$ cat src/sv/fbq_pkg.sv
// ----------------------------------------------------------------------------
// fbq_pkg
// Shared types and constants of the fixed-point biquad IIR filter.
// ----------------------------------------------------------------------------
package fbq_pkg;

   localparam int DEFAULT_INPUT_WIDTH = 32;
   localparam int SAMPLE_W            = 32;
   localparam int COEF_W              = 16;
   localparam int OUT_W               = 16;
   localparam int CSR_IDX_W           = 3;

   localparam int SHIFT_B0 = 24;
   localparam int SHIFT_B1 = 23;
   localparam int SHIFT_B2 = 24;
   localparam int SHIFT_A1 = 14;
   localparam int SHIFT_A2 = 15;

   localparam logic [COEF_W-1:0] RST_B0       = 16'h76B0;
   localparam logic [COEF_W-1:0] RST_B1       = 16'h76B0;
   localparam logic [COEF_W-1:0] RST_B2       = 16'h76B0;
   localparam logic [COEF_W-1:0] RST_A1       = 16'h74A7;
   localparam logic [COEF_W-1:0] RST_A2       = 16'h94D7;
   localparam logic [OUT_W-1:0]  RST_INIT_OUT = 16'hC000;

   typedef enum logic [CSR_IDX_W-1:0] {
      CSR_B0       = 3'd0,
      CSR_B1       = 3'd1,
      CSR_B2       = 3'd2,
      CSR_A1       = 3'd3,
      CSR_A2       = 3'd4,
      CSR_INIT_OUT = 3'd5
   } csr_index_type;

   typedef struct packed {
      logic signed [COEF_W-1:0] b0;
      logic signed [COEF_W-1:0] b1;
      logic signed [COEF_W-1:0] b2;
      logic signed [COEF_W-1:0] a1;
      logic signed [COEF_W-1:0] a2;
   } coef_type;

   typedef struct packed {
      logic                    load;
      logic signed [OUT_W-1:0] value;
   } preset_type;

endpackage

$ cat src/sv/fbq_csr.sv
// ----------------------------------------------------------------------------
// fbq_csr
// Coefficient registers and preset strobe behind the write-only config port.
// ----------------------------------------------------------------------------
module fbq_csr
   import fbq_pkg::*;
(
   input  logic                 clock,
   input  logic                 reset,
   input  logic                 csr_wr_en,
   input  logic [CSR_IDX_W-1:0] csr_index,
   input  logic [COEF_W-1:0]    csr_wdata,
   output coef_type             coef,
   output preset_type           preset
);

   coef_type coef_ff;
   coef_type coef_in;
   logic     preset_load;

   always_comb begin
      coef_in     = coef_ff;
      preset_load = 1'b0;
      if (csr_wr_en) begin
         case (csr_index_type'(csr_index))
            CSR_B0:       coef_in.b0  = csr_wdata;
            CSR_B1:       coef_in.b1  = csr_wdata;
            CSR_B2:       coef_in.b2  = csr_wdata;
            CSR_A1:       coef_in.a1  = csr_wdata;
            CSR_A2:       coef_in.a2  = csr_wdata;
            CSR_INIT_OUT: preset_load = 1'b1;
            default:      coef_in     = coef_ff;
         endcase
      end
   end

   always_ff @(posedge clock) begin
      if (reset) begin
         coef_ff.b0 <= RST_B0;
         coef_ff.b1 <= RST_B1;
         coef_ff.b2 <= RST_B2;
         coef_ff.a1 <= RST_A1;
         coef_ff.a2 <= RST_A2;
      end else begin
         coef_ff <= coef_in;
      end
   end

   assign coef         = coef_ff;
   assign preset.load  = preset_load;
   assign preset.value = csr_wdata;

endmodule

$ cat src/sv/fbq_dp.sv
// ----------------------------------------------------------------------------
// fbq_dp
// Filter history and the single-pass sum of five rounded, shifted products.
// ----------------------------------------------------------------------------
module fbq_dp
   import fbq_pkg::*;
#(
   parameter int INPUT_WIDTH = DEFAULT_INPUT_WIDTH
)
(
   input  logic                          clock,
   input  logic                          reset,
   input  logic                          step,
   input  logic signed [INPUT_WIDTH-1:0] x,
   input  coef_type                      coef,
   input  preset_type                    preset,
   output logic        [OUT_W-1:0]       y
);

   localparam int PROD_W = INPUT_WIDTH + COEF_W;
   localparam int MIN_W  = SHIFT_B0 + OUT_W;
   localparam int WIDE_W = (PROD_W > MIN_W) ? PROD_W : MIN_W;
   localparam int FB_W   = COEF_W + OUT_W;

   logic signed [INPUT_WIDTH-1:0] xd1_ff, xd2_ff;
   logic signed [OUT_W-1:0]       yd1_ff, yd2_ff;

   logic signed [PROD_W-1:0] p0, p1, p2;
   logic signed [WIDE_W-1:0] w0, w1, w2;
   logic signed [FB_W-1:0]   q1, q2, v1, v2;
   logic        [OUT_W-1:0]  t0, t1, t2, t3, t4;

   assign p0 = $signed(coef.b0) * x;
   assign p1 = $signed(coef.b1) * xd1_ff;
   assign p2 = $signed(coef.b2) * xd2_ff;

   // add the half-step bias, then keep the 16 bits that survive the wrap
   assign w0 = WIDE_W'(p0) + (WIDE_W'(1) <<< (SHIFT_B0 - 1));
   assign w1 = WIDE_W'(p1) + (WIDE_W'(1) <<< (SHIFT_B1 - 1));
   assign w2 = WIDE_W'(p2) + (WIDE_W'(1) <<< (SHIFT_B2 - 1));

   assign q1 = $signed(coef.a1) * yd1_ff;
   assign q2 = $signed(coef.a2) * yd2_ff;
   assign v1 = q1 + (FB_W'(1) <<< (SHIFT_A1 - 1));
   assign v2 = q2 + (FB_W'(1) <<< (SHIFT_A2 - 1));

   assign t0 = w0[SHIFT_B0 +: OUT_W];
   assign t1 = w1[SHIFT_B1 +: OUT_W];
   assign t2 = w2[SHIFT_B2 +: OUT_W];
   assign t3 = v1[SHIFT_A1 +: OUT_W];
   assign t4 = v2[SHIFT_A2 +: OUT_W];

   assign y = t0 + t1 + t2 + t3 + t4;

   always_ff @(posedge clock) begin
      if (reset) begin
         xd1_ff <= '0;
         xd2_ff <= '0;
         yd1_ff <= RST_INIT_OUT;
         yd2_ff <= RST_INIT_OUT;
      end else if (preset.load) begin
         yd1_ff <= preset.value;
         yd2_ff <= preset.value;
      end else if (step) begin
         xd1_ff <= x;
         xd2_ff <= xd1_ff;
         yd1_ff <= y;
         yd2_ff <= yd1_ff;
      end
   end

endmodule

$ cat src/sv/fixed_point_biquad_iir_top.sv
// ----------------------------------------------------------------------------
// fixed_point_biquad_iir_top
// Second-order fixed-point IIR, DF1, one sample per clock unless stalled.
// ----------------------------------------------------------------------------
// Usage:
//   req_valid/req_ready carry one signed sample per beat; only the low
//   INPUT_WIDTH bits of req_sample are used. rsp_valid/rsp_ready return one
//   16-bit filtered value per beat, in order.
//   csr_wr_en with csr_index and csr_wdata writes a coefficient or the
//   output preset; write only while the filter is idle.
//   Writing the preset loads both output history registers.
// Path: an accepted request beat enters the input register; the filtered
//   value enters the result register, which drives rsp_valid.
// Throughput: one sample per cycle while rsp_ready is high; the input register
//   feeds the five products and the adder into the result and output history.
// Reset: coefficients return to their defaults, input history clears,
//   output history takes the default preset, both stages empty.
// Stall: with rsp_valid high and rsp_ready low the result register holds,
//   an empty input register still takes one more beat, then req_ready drops.
// ----------------------------------------------------------------------------
module fixed_point_biquad_iir_top
   import fbq_pkg::*;
#(
   parameter int INPUT_WIDTH = DEFAULT_INPUT_WIDTH
)
(
   input  logic                 clock,
   input  logic                 reset,
   input  logic                 req_valid,
   output logic                 req_ready,
   input  logic [SAMPLE_W-1:0]  req_sample,
   output logic                 rsp_valid,
   input  logic                 rsp_ready,
   output logic [OUT_W-1:0]     rsp_filtered,
   input  logic                 csr_wr_en,
   input  logic [CSR_IDX_W-1:0] csr_index,
   input  logic [COEF_W-1:0]    csr_wdata
);

   coef_type   coef;
   preset_type preset;

   logic                          x_valid_ff, x_valid_in;
   logic signed [INPUT_WIDTH-1:0] x_ff;
   logic                          rsp_valid_ff, rsp_valid_in;
   logic        [OUT_W-1:0]       rsp_filtered_ff;
   logic        [OUT_W-1:0]       y;
   logic                          step;
   logic                          req_fire;

   fbq_csr u_csr (
      .clock     (clock),
      .reset     (reset),
      .csr_wr_en (csr_wr_en),
      .csr_index (csr_index),
      .csr_wdata (csr_wdata),
      .coef      (coef),
      .preset    (preset)
   );

   fbq_dp #(
      .INPUT_WIDTH (INPUT_WIDTH)
   ) u_dp (
      .clock  (clock),
      .reset  (reset),
      .step   (step),
      .x      (x_ff),
      .coef   (coef),
      .preset (preset),
      .y      (y)
   );

   assign step      = x_valid_ff && (!rsp_valid_ff || rsp_ready);
   assign req_ready = !x_valid_ff || step;
   assign req_fire  = req_valid && req_ready;

   always_comb begin
      x_valid_in   = x_valid_ff;
      rsp_valid_in = rsp_valid_ff;
      if (step) begin
         x_valid_in = 1'b0;
      end
      if (req_fire) begin
         x_valid_in = 1'b1;
      end
      if (rsp_ready) begin
         rsp_valid_in = 1'b0;
      end
      if (step) begin
         rsp_valid_in = 1'b1;
      end
   end

   always_ff @(posedge clock) begin
      if (reset) begin
         x_valid_ff   <= 1'b0;
         rsp_valid_ff <= 1'b0;
      end else begin
         x_valid_ff   <= x_valid_in;
         rsp_valid_ff <= rsp_valid_in;
      end
   end

   // payload: take a beat, advance the result
   always_ff @(posedge clock) begin
      if (req_fire) begin
         x_ff <= req_sample[INPUT_WIDTH-1:0];
      end
      if (step) begin
         rsp_filtered_ff <= y;
      end
   end

   assign rsp_valid    = rsp_valid_ff;
   assign rsp_filtered = rsp_filtered_ff;

endmodule
$ cat config.mk
export PLATFORM = sky130hd
export DESIGN_NAME = fixed_point_biquad_iir_top
export DESIGN_NICKNAME = d
export VERILOG_FILES = /design/src/sv/fbq_pkg.sv /design/src/sv/fbq_csr.sv /design/src/sv/fbq_dp.sv /design/src/sv/fixed_point_biquad_iir_top.sv
export SDC_FILE = /design/constraint.sdc
export NUM_CORES = 2
export LEC_CHECK = 0
export BUFFER_PORTS_ARGS = -buffer_cell sky130_fd_sc_hd__buf_2
export CAP_MARGIN = 15
export CORE_MARGIN = 2
export CORE_UTILIZATION = 65
export CTS_BUF_LIST = sky130_fd_sc_hd__clkbuf_16
export DETAILED_ROUTE_END_ITERATION = 7
export GPL_ROUTABILITY_DRIVEN = 0
export PLACE_DENSITY = 0.81
export SLEW_MARGIN = 30
export SYNTH_ARGS = -nofsm -noshare
export SYNTH_HDL_FRONTEND = slang
export SYNTH_SLANG_ARGS = --single-unit
$ cat constraint.sdc
create_clock -name clock -period 27.1 [get_ports clock]
set_clock_uncertainty 0.1 [all_clocks]
set_input_delay 2.71 -clock clock [delete_from_list [all_inputs] [get_ports clock]]
set_output_delay 2.71 -clock clock [all_outputs]
set_load 0.02 [all_outputs]
# [Word-level counts from Yosys, hierarchy flattened]
# Index checks and enable logic that the tools add are counted.
[op_classes] n_addsub=9 multipliers=5 n_eq_ne=5 n_mux=10 bitwise_logic=1 reduce_logical=16
[ops] op="adder 40 x 25 -> 40 bit (second input constant)" n=2
[ops] op="multiplier 16 x 32 -> 40 bit" n=2
[ops] op="adder 16 bit" n=4
[ops] op="2-to-1 mux 16 bit" n=4
[ops] op="adder 39 x 24 -> 39 bit (second input constant)" n=1
[ops] op="multiplier 16 x 32 -> 39 bit" n=1
[ops] op="adder 31 x 16 -> 31 bit (second input constant)" n=1
[ops] op="multiplier 16 x 16 -> 31 bit" n=1
[ops] op="adder 30 x 15 -> 30 bit (second input constant)" n=1
[ops] op="multiplier 16 x 16 -> 30 bit" n=1
[ops] op="AND reduction 2 bit" n=6
[ops] op="equality test 3 x 2 -> 1 bit (second input constant)" n=2
[ops] op="equality test 3 bit (second input constant)" n=2
[ops] op="2-to-1 mux 1 bit" n=6
[ops] op="nonzero test 2 bit" n=3
[ops] op="equality test 3 x 1 -> 1 bit (second input constant)" n=1
[ops] op="zero test 3 bit" n=1
[ops] op="logical AND 1 bit" n=2
[ops] op="zero test 1 bit" n=2
[ops] op="logical OR 1 bit" n=2
[ops] op="NOT 1 bit" n=1
[totals] register_bits=226 output_inout_bits=18 word_cells=59

# [Logic depth before layout (Yosys ltp)]
[logic_depth] ltp_word=8 ltp_mapped=44 mapped_depth_nobuf=43

# [By module]
# A second synthesis with hierarchy kept.
[unflattened] cells_unflattened=7901 area_unflattened_um2=71498.6
[by_module_without_submodules] mod="fbq_dp" n_inst=1 cells_per_inst=7527 area_per_inst_um2=66691.5 seq_area_each_um2=1921.8
[by_module_without_submodules] mod="fbq_csr" n_inst=1 cells_per_inst=316 area_per_inst_um2=3261.9 seq_area_each_um2=1601.5
[by_module_without_submodules] mod="fixed_point_biquad_iir_top" n_inst=1 cells_per_inst=58 area_per_inst_um2=1545.2 seq_area_each_um2=1481.4

# [Worst setup path after synthesis]
# Ideal clock, no wire load.
[synth_path] kind="reg-to-reg" startpoint="register u_dp.xd2_ff[10]" endpoint="register u_dp.yd1_ff[15]" setup_time_ns=0.114 t_arrival_ns=9.864 required_ns=26.886 slack_ns=17.022 stages_incl_launch_ff=39 n_path_buf=1 path_cell_list="dfxtp_1 > clkbuf_1 > nand2_1 > fa_1 > fa_1 > fa_1 > fa_1 > inv_1 > fa_1 > fa_1 > ha_1 > and4_1 > a2111oi_2 > o21bai_1 > a21o_1 > a21oi_1 > o31a_1 > nor3b_1 > [... 3 more ...] > fa_1 > inv_1 > fa_1 > ha_1 > fa_1 > a21oi_1 > nor2_1 > nor2_1 > o21bai_1 > a21oi_1 > o21bai_1 > a41o_1 > o41ai_1 > o21ai_0 > xnor2_1 > xor3_2 > a21o_1 > a21o_1"
[synth_via] elab_chain_cells=7
[synth_rtl] item="start: declaration" line="fbq_dp.sv:25" source="logic signed [INPUT_WIDTH-1:0] xd1_ff, xd2_ff;"
[synth_rtl] item="start signal: assignment" line="fbq_dp.sv:58" source="xd2_ff <= '0;"
[synth_rtl] item="start signal: assignment" line="fbq_dp.sv:66" source="xd2_ff <= xd1_ff;"
[synth_rtl] item="multiplier 16 x 32 -> 40 bit" line="fbq_dp.sv:35" source="assign p2 = $signed(coef.b2) * xd2_ff;"
[synth_rtl] item="adder 40 x 25 -> 40 bit" line="fbq_dp.sv:40" source="assign w2 = WIDE_W'(p2) + (WIDE_W'(1) <<< (SHIFT_B2 - 1));"
[synth_rtl] item="adder 16 bit (3 in series)" line="fbq_dp.sv:53" source="assign y = t0 + t1 + t2 + t3 + t4;"
[synth_rtl] item="named net u_dp.y[15]" line="fbq_dp.sv:17" source="output logic [OUT_W-1:0] y"
[synth_rtl] item="2-to-1 mux 16 bit" line="fbq_dp.sv:64" source="end else if (step) begin"
[synth_rtl] item="2-to-1 mux 16 bit" line="fbq_dp.sv:61" source="end else if (preset.load) begin"
[synth_rtl] item="end signal: assignment" line="fbq_dp.sv:62" source="yd1_ff <= preset.value;"
[synth_rtl] item="end signal: assignment" line="fbq_dp.sv:67" source="yd1_ff <= y;"
[synth_rtl] item="end: declaration" line="fbq_dp.sv:26" source="logic signed [OUT_W-1:0] yd1_ff, yd2_ff;"
# The timed path passes the listed nets, and every way through them passes these cells. The select of a mux whose other input is x is not followed.
# A chain may end at the register's enable or synchronous reset.

# [Worst setup path after layout]
# Ends and elaborated chain as after synthesis.

==> reports/qor.yml <==
status:
  outcome: "finished, final reports clean"
global_route:
  grt_pass1_vias: 58300
  overflow: 0
  antenna_found_initial: 11
  grt_max_degree: 103
  grt_pass1_wl_um: 310000
  grt_use_total: 0.3551
cts:
  post-cts-setup-buffer-count: 0
  insertion_delay_ns: 0.63
  path_clk_slew_ns: 0.06
  cts_tree: "done"
  clk_path_buf_depth: 3
  hold_buffers: 0
  clkSinkCount: 226
  ctsResizeCount: 0
  cts_root_buf: "clkbuf_16"
  cts_buffers: 29
  h-tree-depth: 1
timing:
  maxSlewViolCount: 0
  setup_viol: 0
  slew_headroom: 0.2722
  worst_pin_slew_ns: 1.084
  fmax_mhz: 85.92
  whs_ns: 0.3597
  min_period_ns: 11.64
  setup-tns-final_ns: 0
  finalCritPeriodShare: 0.4295
  hold_viol_final: 0
  rsz0062_at_grt: "false"
drt:
  num_vias: 52540
  route.final.wire_length_um: 189500
  drt-wirelength-per-cell_um: 20.74
  first_pass_iters: 6
  drt_iter0_drc: 4604
  viasPerCell: 5.752
  ant_nets: 0
  remaining_drc_errors: 0
yosys:
  synthSimpleGateAreaFrac: 0.1728
  synth_top_family_by_area: "adder cells"
  synthFlopType: "dfxtp_1"
  synthAdderAreaFrac: 0.5792
  synth_cell_type_count: 62
  synthMuxAreaShare: 0
  syn_nets: 10190
  async_flop_share: 0
  synth_compound_area_frac: 0.03257
  synth_area_per_cell_um2: 9.017
  synth_seq_area_share: 0.07030
  ys_seq_elements: 226
  syn_inst: 7895
  synth_area_um2: 71190
  synth-xor-area-share: 0.02274
  yosys_warnings: 0
  synth_edf_count: 48
final_layout:
  syn_to_final_growth_pct: 3.350
  drive_above_1_share: 0.02863
  nets: 9989
  finish.utilization: 0.6768
  n_fill_cell: 8251
run:
  drv_cap: 0
floorplan:
  rows: 121
  initial_core_util: 0.6549
  die_w_um: 334.9
  core_area_um2: 108700
  dieArea_um2: 112200
  io_pins: 74
  die_y_um: 334.9
hold_path:
  hold_end: "u_csr.coef[67]$_SDFFE_PP0P_"
  min_from: "u_csr.coef[67]$_SDFFE_PP0P_"
  hold_class: "flip-flop to flip-flop"
  holdPathStages: 2
placed_design:
  portBuffers: 73
  place_hpwl_um: 145600
critical_path:
  reg2reg_slack_ns: 15.46
  critPathRequiredTime_ns: 27.52
  worstPathMaxFanout: 17
  arrival_ns: 12.06
  cpMostUsedCell: "fa_1"
  r2r-end: "u_dp.yd1_ff[15]$_SDFFE_PP1P_"
  r2r_cells: 37
  setup.worst_path.class: "flip-flop to flip-flop"
  end_kind: "flip-flop"
  crit_slowest_cell: "dfxtp_1"
  critical_path.startpoint_type: "flip-flop"
  slowest_delay_ns: 0.74
  timing.rr.start: "u_dp.xd2_ff[10]$_SDFFE_PP0P_"
stage by stage:
step / worst slack [ns] / instance area [um^2] / std cells
6_report: 15.46 / 73570 / 9135
3_5_place_dp: 15.57 / 72490 / 9076
3_3_place_gp: 15.48 / 72470 / 9076
2_1_floorplan: 17.02 / 71190 / 7895
5_1_grt: 14.86 / 73570 / 9135
4_1_cts: 15.57 / 73510 / 9130
critical path, delay by kind of cell, from the launching register on:
family / cells / cell delay (ns)
AO/OA/AOI/OAI: 14 / 3.14
flip-flops: 1 / 0.74
adder cells (fa/ha/maj): 12 / 5.46
buffers and inverters: 2 / 0.10
AND/OR/NAND/NOR: 6 / 1.29
XOR/XNOR: 3 / 0.68
cells in the mapped netlist, drive strengths merged (31+ instances only):
library cell	instances	area share
ha	470	0.083
a21oi	168	0.012
nand2b	71	0.0062
fa	1766	0.50
xnor2	141	0.017
clkbuf	380	0.020
edfxtp	48	0.020
o21ai	38	0.0027
and2	867	0.076
dfxtp	178	0.050
a21o	31	0.0033
nand2	1356	0.072
a31oi	33	0.0029
nor2	135	0.0071
nand3b	42	0.0044
inv	1936	0.10
xor2	41	0.0050
worst max-delay path by stage:
stage | from | to | slack [ns]
after floorplan | u_dp.xd2_ff[10]$_SDFFE_PP0P_ | u_dp.yd1_ff[15]$_SDFFE_PP1P_ | 17.02
after global placement | u_csr.coef[40]$_SDFFE_PP0P_ | u_dp.yd1_ff[15]$_SDFFE_PP1P_ | 15.48
after detailed placement | u_csr.coef[33]$_SDFFE_PP0P_ | u_dp.yd1_ff[15]$_SDFFE_PP1P_ | 15.57
after CTS | u_csr.coef[33]$_SDFFE_PP0P_ | u_dp.yd1_ff[15]$_SDFFE_PP1P_ | 15.57
after global routing | u_csr.coef[33]$_SDFFE_PP0P_ | u_dp.yd1_ff[15]$_SDFFE_PP1P_ | 14.86
final | u_dp.xd2_ff[10]$_SDFFE_PP0P_ | u_dp.yd1_ff[15]$_SDFFE_PP1P_ | 15.46
flip-flops by register name (all words and copies together), names as in the netlist:
name          flops
rsp_filtered     16
u_dp.yd1_ff      16
u_dp.xd2_ff      32
x_ff             32
u_dp.xd1_ff      32
u_dp.yd2_ff      16
u_csr.coef       80
rsp_valid         1
x_valid_ff        1
layout make-up:
type                       count  area (um^2)  area share
timing repair buffer         153        999.7     0.01359
inverter                    1938         7274     0.09888
clock inverter                25        299.0    0.004065
clock buffer                  29        725.7    0.009864
antenna                        1        2.502  0.00003401
tap                         1414         1769     0.02405
sequential                   226         5011     0.06811
multi-input combinational   5349        57490      0.7814
cell usage in the layout (no fill, tap or decap), types with 4 or more instances in the layout:
| master | netlist | final |
|---|---|---|
| bufinv_16 | 0 | 6 |
| ha_1 | 470 | 470 |
| o21ai_1 | 5 | 5 |
| clkinv_1 | 2 | 7 |
| nor2b_1 | 19 | 19 |
| buf_4 | 0 | 76 |
| nand4_1 | 11 | 11 |
| dfxtp_2 | 0 | 5 |
| a21o_1 | 31 | 31 |
| and2_1 | 867 | 866 |
| nor2_1 | 135 | 132 |
| nand2_1 | 1356 | 1355 |
| clkbuf_16 | 0 | 29 |
| dfxtp_1 | 178 | 173 |
| and4_1 | 6 | 6 |
| o21bai_1 | 25 | 25 |
| nor3_1 | 22 | 22 |
| o211ai_1 | 8 | 8 |
| nand3_1 | 15 | 15 |
| edfxtp_1 | 48 | 48 |
| a31oi_1 | 33 | 33 |
| inv_1 | 1934 | 1937 |
| a21oi_1 | 167 | 167 |
| a211oi_1 | 9 | 9 |
| xor2_1 | 41 | 41 |
| xnor2_1 | 141 | 141 |
| o21ai_0 | 32 | 32 |
| o31ai_1 | 4 | 4 |
| o21a_1 | 22 | 22 |
| buf_2 | 0 | 72 |
| fa_1 | 1766 | 1766 |
| nand3b_1 | 42 | 42 |
| nand2b_1 | 71 | 71 |
metal layers:
metal / vias up / global-route usage / routed length [um]
met2: 3003 / 0.5641 / 86680
met4: 18 / 0.1611 / 10190
met5: - / 0 / 123
met3: 646 / 0.09189 / 23460
met1: 26680 / 0.4612 / 69030
li1: 22200 / - / -
kinds of logic (layout without fill, tap and decap cells):
logic type | Yosys count | count (layout)
buf+inv | 2320 | 2145
other cells | 0 | 1
flops | 226 | 226
compound gates | 371 | 371
fa+ha+maj | 2236 | 2236
xor+xnor | 183 | 183
simple gates | 2559 | 2559
Power is not shown: default switching activity piles up to over one toggle a cycle in this logic, so the estimate is an artifact.
